[config.mk]
export PLATFORM = sky130hd
export DESIGN_NAME = lpx_engine
export DESIGN_NICKNAME = d
export VERILOG_FILES = /design/src/hdl/lpx_pkg.sv /design/src/hdl/lpx_engine.sv
export SDC_FILE = /design/constraint.sdc
export NUM_CORES = 1
export LEC_CHECK = 0
export ABC_AREA = 1
export BUFFER_PORTS_ARGS = -buffer_cell sky130_fd_sc_hd__buf_2
export CAP_MARGIN = 20
export CORE_MARGIN = 2
export CORE_UTILIZATION = 55
export DETAILED_ROUTE_END_ITERATION = 7
export MAX_ROUTING_LAYER = met4
export PLACE_DENSITY = 0.77
export SYNTH_ARGS = -nofsm -noshare
export SYNTH_HDL_FRONTEND = slang
export SYNTH_SLANG_ARGS = --single-unit
[constraint.sdc]
create_clock -name aclk -period 7.6 [get_ports aclk]
set_clock_uncertainty 0.2 [all_clocks]
set_input_delay 1.14 -clock aclk [delete_from_list [all_inputs] [get_ports aclk]]
set_output_delay 1.14 -clock aclk [all_outputs]
set_load 0.05 [all_outputs]
[src/hdl/lpx_pkg.sv]
`timescale 1ns / 1ps
`default_nettype none

package lpx_pkg;

    // Header layout: header and sample sizes in bytes, position counter width
    localparam int unsigned HDR_BYTES    = 10;
    localparam int unsigned SAMPLE_BYTES = 3;
    localparam int unsigned POS_W        = 10;

    localparam logic [POS_W-1:0] POS_MAX  = 10'd1023;
    localparam logic [15:0]      HDR_MAGIC = 16'h55AA;

    // Result status codes
    localparam logic [1:0] STATUS_OK          = 2'd0;
    localparam logic [1:0] STATUS_SHORT_HDR   = 2'd1;
    localparam logic [1:0] STATUS_SHORT_SAMPS = 2'd2;

    // One input transaction
    typedef struct packed {
        logic [7:0] packet_byte;
        logic       first_of_buffer;
        logic       last_of_buffer;
    } item_t;

    // One result transaction
    typedef struct packed {
        logic [15:0] computed_checksum;
        logic [15:0] received_checksum;
        logic        checksum_match;
        logic        header_word_ok;
        logic [1:0]  status;
        logic [7:0]  announced_count;
    } result_t;

endpackage

`default_nettype wire

[src/hdl/lpx_engine.sv]
`timescale 1ns / 1ps
`default_nettype none

module lpx_engine (
    input  wire logic           aclk,
    input  wire logic           aresetn,
    input  wire lpx_pkg::item_t item,
    input  wire logic           item_take,
    output lpx_pkg::result_t    result
);

    localparam int unsigned PW = lpx_pkg::POS_W;

    // Header byte offsets
    localparam logic [3:0] HP_MAGIC_LO = 4'd0;
    localparam logic [3:0] HP_MAGIC_HI = 4'd1;
    localparam logic [3:0] HP_COUNT    = 4'd3;
    localparam logic [3:0] HP_START_HI = 4'd5;
    localparam logic [3:0] HP_END_HI   = 4'd7;
    localparam logic [3:0] HP_CSUM_LO  = 4'd8;
    localparam logic [3:0] HP_CSUM_HI  = 4'd9;

    localparam logic [PW-1:0] HDR_LEN = PW'(lpx_pkg::HDR_BYTES);

    logic [PW-1:0] pos_reg,   pos_next,   pos_cur;
    logic [15:0]   acc_reg,   acc_next,   acc_cur;
    logic [7:0]    held_reg,  held_next,  held_cur;
    logic [7:0]    ann_reg,   ann_next,   ann_cur;
    logic [15:0]   csum_reg,  csum_next,  csum_cur;
    logic [15:0]   hdr_reg,   hdr_next,   hdr_cur;
    // position within a sample, 0..2, advances with each byte past the header
    logic [1:0]    phase_reg, phase_next, phase_cur;

    logic [15:0]   word;
    logic [PW-1:0] samp_bytes;
    logic [PW-1:0] samp_off;
    logic          in_samples;
    logic [1:0]    status;

    // Byte update: first mark clears state before use
    always_comb begin
        pos_cur   = item.first_of_buffer ? '0 : pos_reg;
        acc_cur   = item.first_of_buffer ? '0 : acc_reg;
        held_cur  = item.first_of_buffer ? '0 : held_reg;
        ann_cur   = item.first_of_buffer ? '0 : ann_reg;
        csum_cur  = item.first_of_buffer ? '0 : csum_reg;
        hdr_cur   = item.first_of_buffer ? '0 : hdr_reg;
        phase_cur = item.first_of_buffer ? '0 : phase_reg;

        word       = {item.packet_byte, held_cur};
        samp_bytes = {1'b0, ann_cur, 1'b0} + {2'b00, ann_cur};
        samp_off   = pos_cur - HDR_LEN;
        in_samples = (samp_off < samp_bytes);

        acc_next   = acc_cur;
        held_next  = held_cur;
        ann_next   = ann_cur;
        csum_next  = csum_cur;
        hdr_next   = hdr_cur;
        phase_next = phase_cur;

        if (pos_cur < HDR_LEN) begin
            case (pos_cur[3:0])
                HP_MAGIC_LO: begin
                    hdr_next  = {8'h00, item.packet_byte};
                    held_next = item.packet_byte;
                end
                HP_MAGIC_HI: begin
                    hdr_next = word;
                    acc_next = acc_cur ^ word;
                end
                HP_COUNT: begin
                    ann_next = item.packet_byte;
                    acc_next = acc_cur ^ word;
                end
                HP_START_HI, HP_END_HI: begin
                    acc_next = acc_cur ^ word;
                end
                HP_CSUM_LO: begin
                    csum_next = {8'h00, item.packet_byte};
                end
                HP_CSUM_HI: begin
                    csum_next = {item.packet_byte, csum_cur[7:0]};
                end
                default: begin
                    held_next = item.packet_byte;
                end
            endcase
        end else begin
            phase_next = (phase_cur == 2'd2) ? 2'd0 : phase_cur + 2'd1;
            if (in_samples) begin
                case (phase_cur)
                    2'd0:    acc_next  = acc_cur ^ {8'h00, item.packet_byte};
                    2'd1:    held_next = item.packet_byte;
                    default: acc_next  = acc_cur ^ word;
                endcase
            end
        end

        pos_next = (pos_cur < lpx_pkg::POS_MAX) ? pos_cur + 1'b1 : pos_cur;
    end

    // Result fields from the updated state
    always_comb begin
        if (pos_next < HDR_LEN) begin
            status = lpx_pkg::STATUS_SHORT_HDR;
        end else if ((pos_next - HDR_LEN) < samp_bytes) begin
            status = lpx_pkg::STATUS_SHORT_SAMPS;
        end else begin
            status = lpx_pkg::STATUS_OK;
        end

        result.computed_checksum = acc_next;
        result.received_checksum = csum_next;
        result.checksum_match    = (status == lpx_pkg::STATUS_OK) && (acc_next == csum_next);
        result.header_word_ok    = (hdr_next == lpx_pkg::HDR_MAGIC);
        result.status            = status;
        result.announced_count   = ann_next;
    end

    // State registers; cleared after the last byte of a buffer
    always_ff @(posedge aclk) begin
        if (!aresetn) begin
            pos_reg   <= '0;
            acc_reg   <= '0;
            held_reg  <= '0;
            ann_reg   <= '0;
            csum_reg  <= '0;
            hdr_reg   <= '0;
            phase_reg <= '0;
        end else if (item_take) begin
            if (item.last_of_buffer) begin
                pos_reg   <= '0;
                acc_reg   <= '0;
                held_reg  <= '0;
                ann_reg   <= '0;
                csum_reg  <= '0;
                hdr_reg   <= '0;
                phase_reg <= '0;
            end else begin
                pos_reg   <= pos_next;
                acc_reg   <= acc_next;
                held_reg  <= held_next;
                ann_reg   <= ann_next;
                csum_reg  <= csum_next;
                hdr_reg   <= hdr_next;
                phase_reg <= phase_next;
            end
        end
    end

endmodule

`default_nettype wire

---- Word-level counts from Yosys, hierarchy flattened ----
Cells that the tools add are included.
storage, ports and cells
  word-level logic and storage cells ...... 68
  register bits ........................... 76
operators by class
  bitwise logic cells ..................... 2
  $lt $le $gt $ge ......................... 5
  muxes and demuxes ....................... 33
  add/sub/neg operators ................... 5
  reductions and logical operators ........ 6
  equality and inequality tests ........... 10
operator list
  cell                                                          count
  two-way mux 16 bit                                            11
  case mux 16 bit (2 select lines)                              3
  two-way mux 8 bit                                             10
  two-way mux 10 bit                                            3
  less-than comparator 10 bit                                   2
  less-than comparator 10 x 4 -> 1 bit (second input constant)  2
  subtractor 10 x 4 -> 10 bit (second input constant)           2
  equality test 16 x 15 -> 1 bit (second input constant)        1
  equality test 16 bit                                          1
  bitwise XOR 16 bit                                            1
  bitwise XOR 16 x 8 -> 16 bit                                  1
  two-way mux 2 bit                                             6
  adder 10 x 1 -> 10 bit (second input constant)                1
  adder 9 x 8 -> 10 bit                                         1
  less-than comparator 10 bit (second input constant)           1
  equality test 4 x 3 -> 1 bit (second input constant)          2
  equality test 4 bit (second input constant)                   2
  OR reduction 6 bit                                            1
  equality test 4 x 1 -> 1 bit (second input constant)          1
  equality test 4 x 2 -> 1 bit (second input constant)          1
  zero test 2 bit                                               2
  zero test 4 bit                                               1
  OR reduction 4 bit                                            1
  adder 2 x 1 -> 2 bit (second input constant)                  1
  other kinds (3)                                               3

---- Logic depth before layout (Yosys ltp) ----
Gate-level depths: netlist (run 1).
  depth after elaboration ................. 9
  depth in mapped cells ................... 31

---- Least setup slack after synthesis (run 1) ----
No wires, ideal clock.
  kind .................................... input port to output port
  start ................................... input port item[1] (netlist bit)
  end ..................................... output port result[11] (netlist bit)
  arrival ................................. 4.919 ns
  data required time ...................... 6.260 ns
  setup slack ............................. 1.341 ns
  buffers on the path ..................... 3
  cell stages on the path ................. 29
  path through ............................ inv_4 buf_6 buf_8 nand2_2 inv_1 ha_1 ha_1 inv_1 nand2_1 nand2_1 nand3_1 xor2_1 ha_1 inv_1 nor3_1 nor2_1 nand3_1 a21oi_1 nand3_2 nand3_4 buf_4 nand3_1 nand3_1 nand2_1 nand2_1 nand3_1 nor2_1 nand3_1 nor2_1
RTL lines
  what         line             source
  from (decl)  lpx_engine.sv:7  input wire lpx_pkg::item_t item,
  to (decl)    lpx_engine.sv:9  output lpx_pkg::result_t result

==> results of run 1 <==
-- worst min-delay path, cell delays in order (launching register included) --
cell	delay [ns]
dfxtp_1	0.31
nand2_1	0.06
a21oi_1	0.06
-- report_power, final --
part	internal [mW]	switching, mW	total, mW
sequential	0.403	0.00331	0.406
clock	0.257	0.194	0.451
combinational	0.0315	0.0909	0.122
-- cell usage in the layout, fill, tap and decap left out, types with 3 or more instances in the layout --
| master | netlist | final |
|---|---|---|
| nor2_1 | 51 | 50 |
| a22o_1 | 4 | 4 |
| or2_1 | 3 | 3 |
| nand3_1 | 78 | 78 |
| nand2_1 | 372 | 372 |
| o21a_1 | 7 | 7 |
| nor3_1 | 5 | 5 |
| nor2_4 | 2 | 3 |
| nor4_1 | 5 | 5 |
| clkbuf_16 | 0 | 9 |
| nand3b_1 | 8 | 8 |
| nand4_1 | 6 | 6 |
| clkinv_4 | 0 | 3 |
| a21oi_1 | 97 | 97 |
| a22oi_1 | 15 | 15 |
| buf_4 | 4 | 7 |
| inv_1 | 135 | 133 |
| inv_2 | 8 | 10 |
| o21ai_0 | 38 | 38 |
| nand2_2 | 20 | 20 |
| xor2_1 | 24 | 24 |
| o211ai_1 | 31 | 31 |
| buf_2 | 9 | 56 |
| nand3_2 | 14 | 14 |
| nor2_2 | 9 | 9 |
| o22ai_1 | 16 | 16 |
| ha_1 | 24 | 24 |
| dfxtp_1 | 76 | 76 |
| nand2_4 | 3 | 3 |
| or2_2 | 9 | 9 |
| o21ai_1 | 6 | 6 |
-- through the flow --
stage               hold slack (ns)  util [%]  worst slack [ns]  std cells
floorplan                    0.2450         -             1.341       1133
global placement             0.2515     59.12            0.8032       1315
detailed placement           0.2547     59.12            0.8326       1315
CTS                          0.2646     61.62            0.8034       1331
global route                 0.2819     61.62            0.3378       1331
finish                       0.2648     61.62            0.7197       1331
-- routing by layer --
layer / share of wire, % / vias up
met5: 0 / -
met4: 3.6 / 0
met3: 7.8 / 61
met2: 45 / 321
met1: 43 / 3399
li1: - / 3740
-- worst max path at each step --
stage / startpoint / depth (start not counted) / to / slack (ns)
floorplan: item[1] / 29 / result[11] / 1.34
global placement: item[1] / 31 / result[11] / 0.80
detailed placement: item[1] / 31 / result[11] / 0.83
CTS: item[1] / 31 / result[11] / 0.80
global route: item[1] / 31 / result[11] / 0.34
finish: item[1] / 31 / result[11] / 0.72
-- layout make-up --
class,instances,area (um2),share of cell area [%]
clock buffer,10,229.0,3.081
clock inverter,6,72.57,0.9764
inverter,144,543.0,7.306
multi-input combinational,864,4523,60.86
sequential,76,1521,20.47
tap,168,210.2,2.828
timing repair buffer,63,332.8,4.478
-- cell families (layout without fill, tap and decap cells) --
kind of cell | count (synthesis) | after routing | synth area share [%]
AOI/OAI and AO/OA | 222 | 222 | 19.10
buffers and inverters | 193 | 223 | 11.73
xor gates and xnor gates | 26 | 26 | 3.330
and+or+nand+nor | 592 | 592 | 39.21
adders and majority gates | 24 | 24 | 4.391
DFF | 76 | 76 | 22.25
==> results.py, run 1 <==
metrics = {
    "global_routing": {
        "busiest_layer": "met2",
        "grt_pass1_wl_mm": 34.12,
        "grt.total_usage_pct": 33.16,
        "use_met2_pct": 51.03,
        "antenna_found_initial": 0,
        "grt_max_degree": 78,
        "grt-ovfl-total": 0,
        "use_met3_pct": 5.753,
        "gr-usage-met1_pct": 42.54,
        "grt_pass1_vias": 6897,
    },
    "cts": {
        "cts_max_level": 3,
        "post_cts_buffers": 0,
        "cts.hold.buffers_added": 0,
        "clk_pin_slew_ns": 0.06,
        "cts_resized": 0,
        "clk_latency_ns": 0.36,
        "clock_path_buffers": 2,
        "cts_tree": "built",
        "cts_buffers": 9,
        "clock-sinks": 76,
        "cts-root-buf": "clkbuf_16",
    },
    "die": {
        "initial_core_util_pct": 56.70,
        "rows": 40,
        "die-area_um2": 13340,
        "die-width_um": 115.5,
        "ios": 57,
        "die_h_um": 115.5,
        "core_area_um2": 12060,
    },
    "setup_path": {
        "crit_required_ns": 6.26,
        "crit_slowest_cell": "ha_1",
        "max_stage_delay_ns": 0.30,
        "endpoint_kind": "output pin",
        "cp_common_cell": "nand2_1",
        "reg2reg_from": "ann_reg[1]",
        "cp.arrival_ns": 5.54,
        "crit_fanout": 20,
        "path_class": "in -> out",
        "timing.rr.end": "held_reg[4]",
        "crit_buf_inv": 7,
        "rr_worst_depth": 24,
        "critPathTopFamily": "simple AND/OR/NAND/NOR gates",
        "startpoint_type": "primary input",
        "r2r_slack_ns": 3.65,
    },
    "timing": {
        "rsz0062_at_grt": "no",
        "fin_crit_sh_pct": 90.53,
        "setup_viol": 0,
        "hold_viol": 0,
        "finalCriticalPeriod_ns": 6.880,
        "slew_viol_final": 0,
        "worst_slew_pin_slew_ns": 1.102,
        "max_clock_freq_mhz": 145.3,
        "relSlewSlack_pct": 26.25,
        "finalSetupTns_ns": 0,
    },
    "logic_synthesis": {
        "synth_top_cell_by_area": "dfxtp_1",
        "synth_most_common_cell": "nand2_1",
        "synth.area.top_cells": "dfxtp_1 22%, nand2_1 20%, inv_1 7.4%",
        "synth_flop_cell": "dfxtp_1",
        "synth_nets": 1170,
        "async_flop_share_pct": 0,
        "avgSynthCellArea_um2": 6.036,
        "yosys_register_bits": 76,
        "netlist_instances": 1133,
        "yosysTopAreaCellShare_pct": 22.25,
        "yosys_warnings": 0,
        "netlist_area_um2": 6839,
        "ys_seq_area_share_pct": 22.25,
        "synth_edf_count": 0,
        "yosys-top-cells-count": "372 x nand2_1, 135 x inv_1, 97 x a21oi_1",
        "yosysUniqueCellTypes": 45,
    },
    "place": {
        "gp_congestion": 0.9648,
        "placed_cell_area_um2": 7131,
        "numPortBuffers": 56,
        "dp_hpwl_mm": 14.54,
    },
    "power": {
        "leakagePower_nw": 3.472,
        "peakVddDrop_mv": 0.1731,
        "power.density_nw_per_um2": 131.9,
        "total_power_mw": 0.9801,
    },
    "cells_and_area": {
        "final_area_um2": 7432,
        "antenna_cells": 0,
        "nNetsFinal": 1195,
        "final.fill_count": 1196,
        "syn_to_final_growth_pct": 8.672,
        "layout-drive-gt1-share_pct": 13.33,
    },
    "routing": {
        "wirelength_mm": 20.80,
        "routedWlPerCell_um": 15.62,
        "vias_per_cell": 5.651,
        "dr.pass1.iters": 6,
        "vias": 7521,
        "initialDrtViolationCount": 742,
        "drc": 0,
        "ant_nets": 0,
    },
    "hold_path": {
        "min-delay-start": "hdr_reg[3]",
        "hp-class": "reg -> reg",
        "min_to": "hdr_reg[3]",
        "hold_path_depth": 2,
    },
    "run": {
        "maxCapViolations": 0,
    },
    "outcome": {
        "status": "finished clean",
    },
}
Power figures use the tool's default switching activity.
==> run 2, diff against run 1 <==
--- a/config.mk
+++ b/config.mk
@@ -5,10 +5,8 @@
 export SDC_FILE = /design/constraint.sdc
 export NUM_CORES = 1
 export LEC_CHECK = 0
-export ABC_AREA = 1
 export BUFFER_PORTS_ARGS = -buffer_cell sky130_fd_sc_hd__buf_2
 export CAP_MARGIN = 20
-export CORE_MARGIN = 2
 export CORE_UTILIZATION = 55
 export DETAILED_ROUTE_END_ITERATION = 7
 export MAX_ROUTING_LAYER = met4
==> run 2 against run 1 <==
The flow now finishes with violations (DRC). Combinational power decreased by 6%. Clock power grew 6.7%. Flip-flop and latch count unchanged. Core utilization grew 1.4 points.
==> results.py, run 2 <==
metrics = {
    "power": {
        "p_int_mw": 0.7245,
        "power_frac_seq_pct": 40.6,
        "p_sw_mw": 0.2793,
        "pwr-share-clk_pct": 48.0,
        "switching_share_pct": 27.82,
        "peakVddDrop_mv": 0.1021,
        "p_comb_share_pct": 11.4,
        "power.density_nw_per_um2": 137.1,
        "leakagePower_nw": 2.908,
    },
    "routing": {
        "vias": 7212,
        "initialDrtViolationCount": 953,
        "dr.pass1.iters": 7,
        "drc": 1,
        "wirelength_mm": 22.26,
        "ant_nets": 0,
        "routedWlPerCell_um": 20.44,
        "vias_per_cell": 6.623,
    },
    "logic_synthesis": {
        "yosys-top-cells-count": "110 x nor2_1, 76 x dfxtp_1, 70 x nand2_1",
        "synth_top_cell_by_area": "dfxtp_1",
        "synth_fa_ha_area_share_pct": 4.653,
        "netlist_instances": 931,
        "synth_edf_count": 0,
        "yosys_warnings": 0,
        "yosysTopAreaCellShare_pct": 22.81,
        "synth_nets": 968,
        "yosysUniqueCellTypes": 81,
        "netlist_area_um2": 6669,
        "synth.area.top_cells": "dfxtp_1 23%, a22oi_1 7.4%, nor2_1 6.2%",
        "synth_top_family_by_area": "compound AO/OA/AOI/OAI gates",
        "ys_seq_area_share_pct": 22.81,
        "avgSynthCellArea_um2": 7.163,
        "synth_xor_xnor_area_share_pct": 4.597,
        "synth_most_common_cell": "nor2_1",
        "synthSimpleGateAreaFrac_pct": 27.62,
        "yosys_register_bits": 76,
        "synth_mux_area_share_pct": 2.045,
        "synth_compound_area_share_pct": 30.68,
        "synth_flop_cell": "dfxtp_1",
        "async_flop_share_pct": 0,
    },
    "outcome": {
        "status": "finished with violations",
        "violations": "DRC",
    },
    "setup_path": {
        "crit_required_ns": 6.26,
        "crit_slowest_cell": "a2111oi_0",
        "path_cells": "buf_2, nor2b_1, ha_1, ha_2, o21a_1, o21ai_0, a2111oi_0, a31oi_1, ha_1, nand2_1, o21ai_1, o21ai_0, a32o_2, o21ai_2, buf_4, nor4_1, a311o_1, xnor2_1, o2111ai_1, nor4_4, buf_2",
        "path_class": "in -> out",
        "cp.arrival_ns": 5.90,
        "max_stage_delay_ns": 0.43,
        "r2r_slack_ns": 2.32,
        "endpoint_kind": "output pin",
        "startpoint_type": "primary input",
        "crit_fanout": 10,
    },
    "global_routing": {
        "grt-ovfl-total": 0,
        "grt.total_usage_pct": 36.91,
        "grt_pass1_wl_mm": 35.60,
        "grt_max_degree": 46,
        "antenna_found_initial": 0,
        "grt_pass1_vias": 6609,
    },
    "place": {
        "numPortBuffers": 56,
        "placed_cell_area_um2": 6995,
        "dp_hpwl_mm": 15.53,
        "place_ws_ns": 0.4865,
        "gp_congestion": 1.076,
        "place_inst": 1073,
    },
    "timing": {
        "max_clock_freq_mhz": 138.1,
        "finalCriticalPeriod_ns": 7.241,
        "worst_slew_pin_slew_ns": 1.092,
        "worst_slack_ns": 0.3586,
        "setup_viol": 0,
        "finalSetupTns_ns": 0,
        "rsz0062_at_grt": "no",
        "fin_crit_sh_pct": 95.28,
        "hold_ws_ns": 0.2887,
        "hold_viol": 0,
        "slew_viol_final": 0,
        "relSlewSlack_pct": 27.12,
    },
    "cells_and_area": {
        "final_cell_mix": "108 x nor2_1, 76 x dfxtp_1, 70 x nand2_1",
        "final_area_um2": 7320,
        "syn_to_final_growth_pct": 9.756,
        "final.fill_count": 1100,
        "mostFrequentLayoutCell": "nor2_1",
        "seq_area_um2": 1521,
        "layout.cells.non_filler": 1089,
        "multiInputGateArea_um2": 4692,
        "layout-drive-gt1-share_pct": 12.16,
        "antenna_cells": 0,
        "nNetsFinal": 978,
    },
    "die": {
        "die_h_um": 112.1,
        "die-width_um": 112.1,
        "die-area_um2": 12570,
        "rows": 39,
        "ios": 57,
        "core_area_um2": 11610,
        "initial_core_util_pct": 57.42,
    },
    "cts": {
        "cts_max_level": 3,
        "clk_latency_ns": 0.35,
        "cts_tree": "built",
        "cts.hold.buffers_added": 0,
        "clock-sinks": 76,
        "cts_buffers": 9,
        "clk_pin_slew_ns": 0.06,
        "cts-root-buf": "clkbuf_16",
        "clock_path_buffers": 2,
        "post_cts_buffers": 0,
        "cts_resized": 0,
    },
    "run": {
        "maxCapViolations": 0,
    },
    "hold_path": {
        "hp-class": "reg -> reg",
    },
}
run 2: cell types whose count changed after synthesis, moves of 15 or more:
cell,change
a22oi_1,+51
nor2_1,+59
o211ai_1,-24
nand2_1,-302
xor2_1,-15
nor2b_1,+55
a21oi_1,-39
nand2_2,-20
nand3_1,-53
clkbuf_1,+26
xnor2_1,+24
and2_1,+19
inv_1,-80
run 2: layout make-up:
| type | instances | area share (%) |
|---|---|---|
| multi-input combinational | 727 | 64.10 |
| clock inverter | 7 | 1.350 |
| sequential | 76 | 20.79 |
| inverter | 56 | 2.872 |
| tap | 143 | 2.444 |
| clock buffer | 9 | 3.077 |
| timing repair buffer | 71 | 5.368 |
run 2: power by group through the flow:
stage               Sequential, mW  Clock, mW  Combinational, mW
finish                       0.408      0.481              0.115
global route                 0.408      0.501              0.122
CTS                          0.408      0.483              0.112
detailed placement           0.417          0              0.111
global placement             0.417          0              0.111
floorplan                    0.415          0             0.0798
run 2: metal layers:
| layer | track usage, % | wire length, um | vias up |
|---|---|---|---|
| met3 | 5.886 | 2087 | 64 |
| met1 | 49.18 | 9534 | 3355 |
| met2 | 55.69 | 9900 | 396 |
| met4 | 15.02 | 737 | 0 |
| met5 | - | 0 | - |
| li1 | - | - | 3397 |
run 2: path summary, 6_finish.rpt:
path	startpoint	depth (start not counted)	endpoint
setup / recovery	item[1]	21	result[11]
hold / removal	hdr_reg[0]	2	hdr_reg[0]
setup reg to reg	ann_reg[1]	18	held_reg[0]
hold reg to reg	hdr_reg[0]	2	hdr_reg[0]
run 2: metrics by stage:
stage	util, %	power [mW]
after floorplan	-	0.4945
after global placement	60.23	0.5275
after detailed placement	60.23	0.5278
after CTS	63.03	1.002
after global routing	63.03	1.032
final	63.03	1.004
run 2: kinds of logic (layout without fill, tap and decap cells):
| kind of cell | Yosys count | in the layout |
|---|---|---|
| buf+inv | 128 | 143 |
| flops | 76 | 76 |
| mux | 13 | 13 |
| compound gates | 293 | 293 |
| simple gates | 361 | 361 |
| xor+xnor | 35 | 35 |
| fa+ha+maj | 25 | 25 |
run 2: worst max-delay path: cells and delay by family:
kind / cells / cell delay [ns]
AOI/OAI and AO/OA: 10 / 2.42
adders and majority gates: 3 / 0.84
buffers and inverters: 3 / 0.70
and+or+nand+nor: 4 / 0.53
xor gates and xnor gates: 1 / 0.26
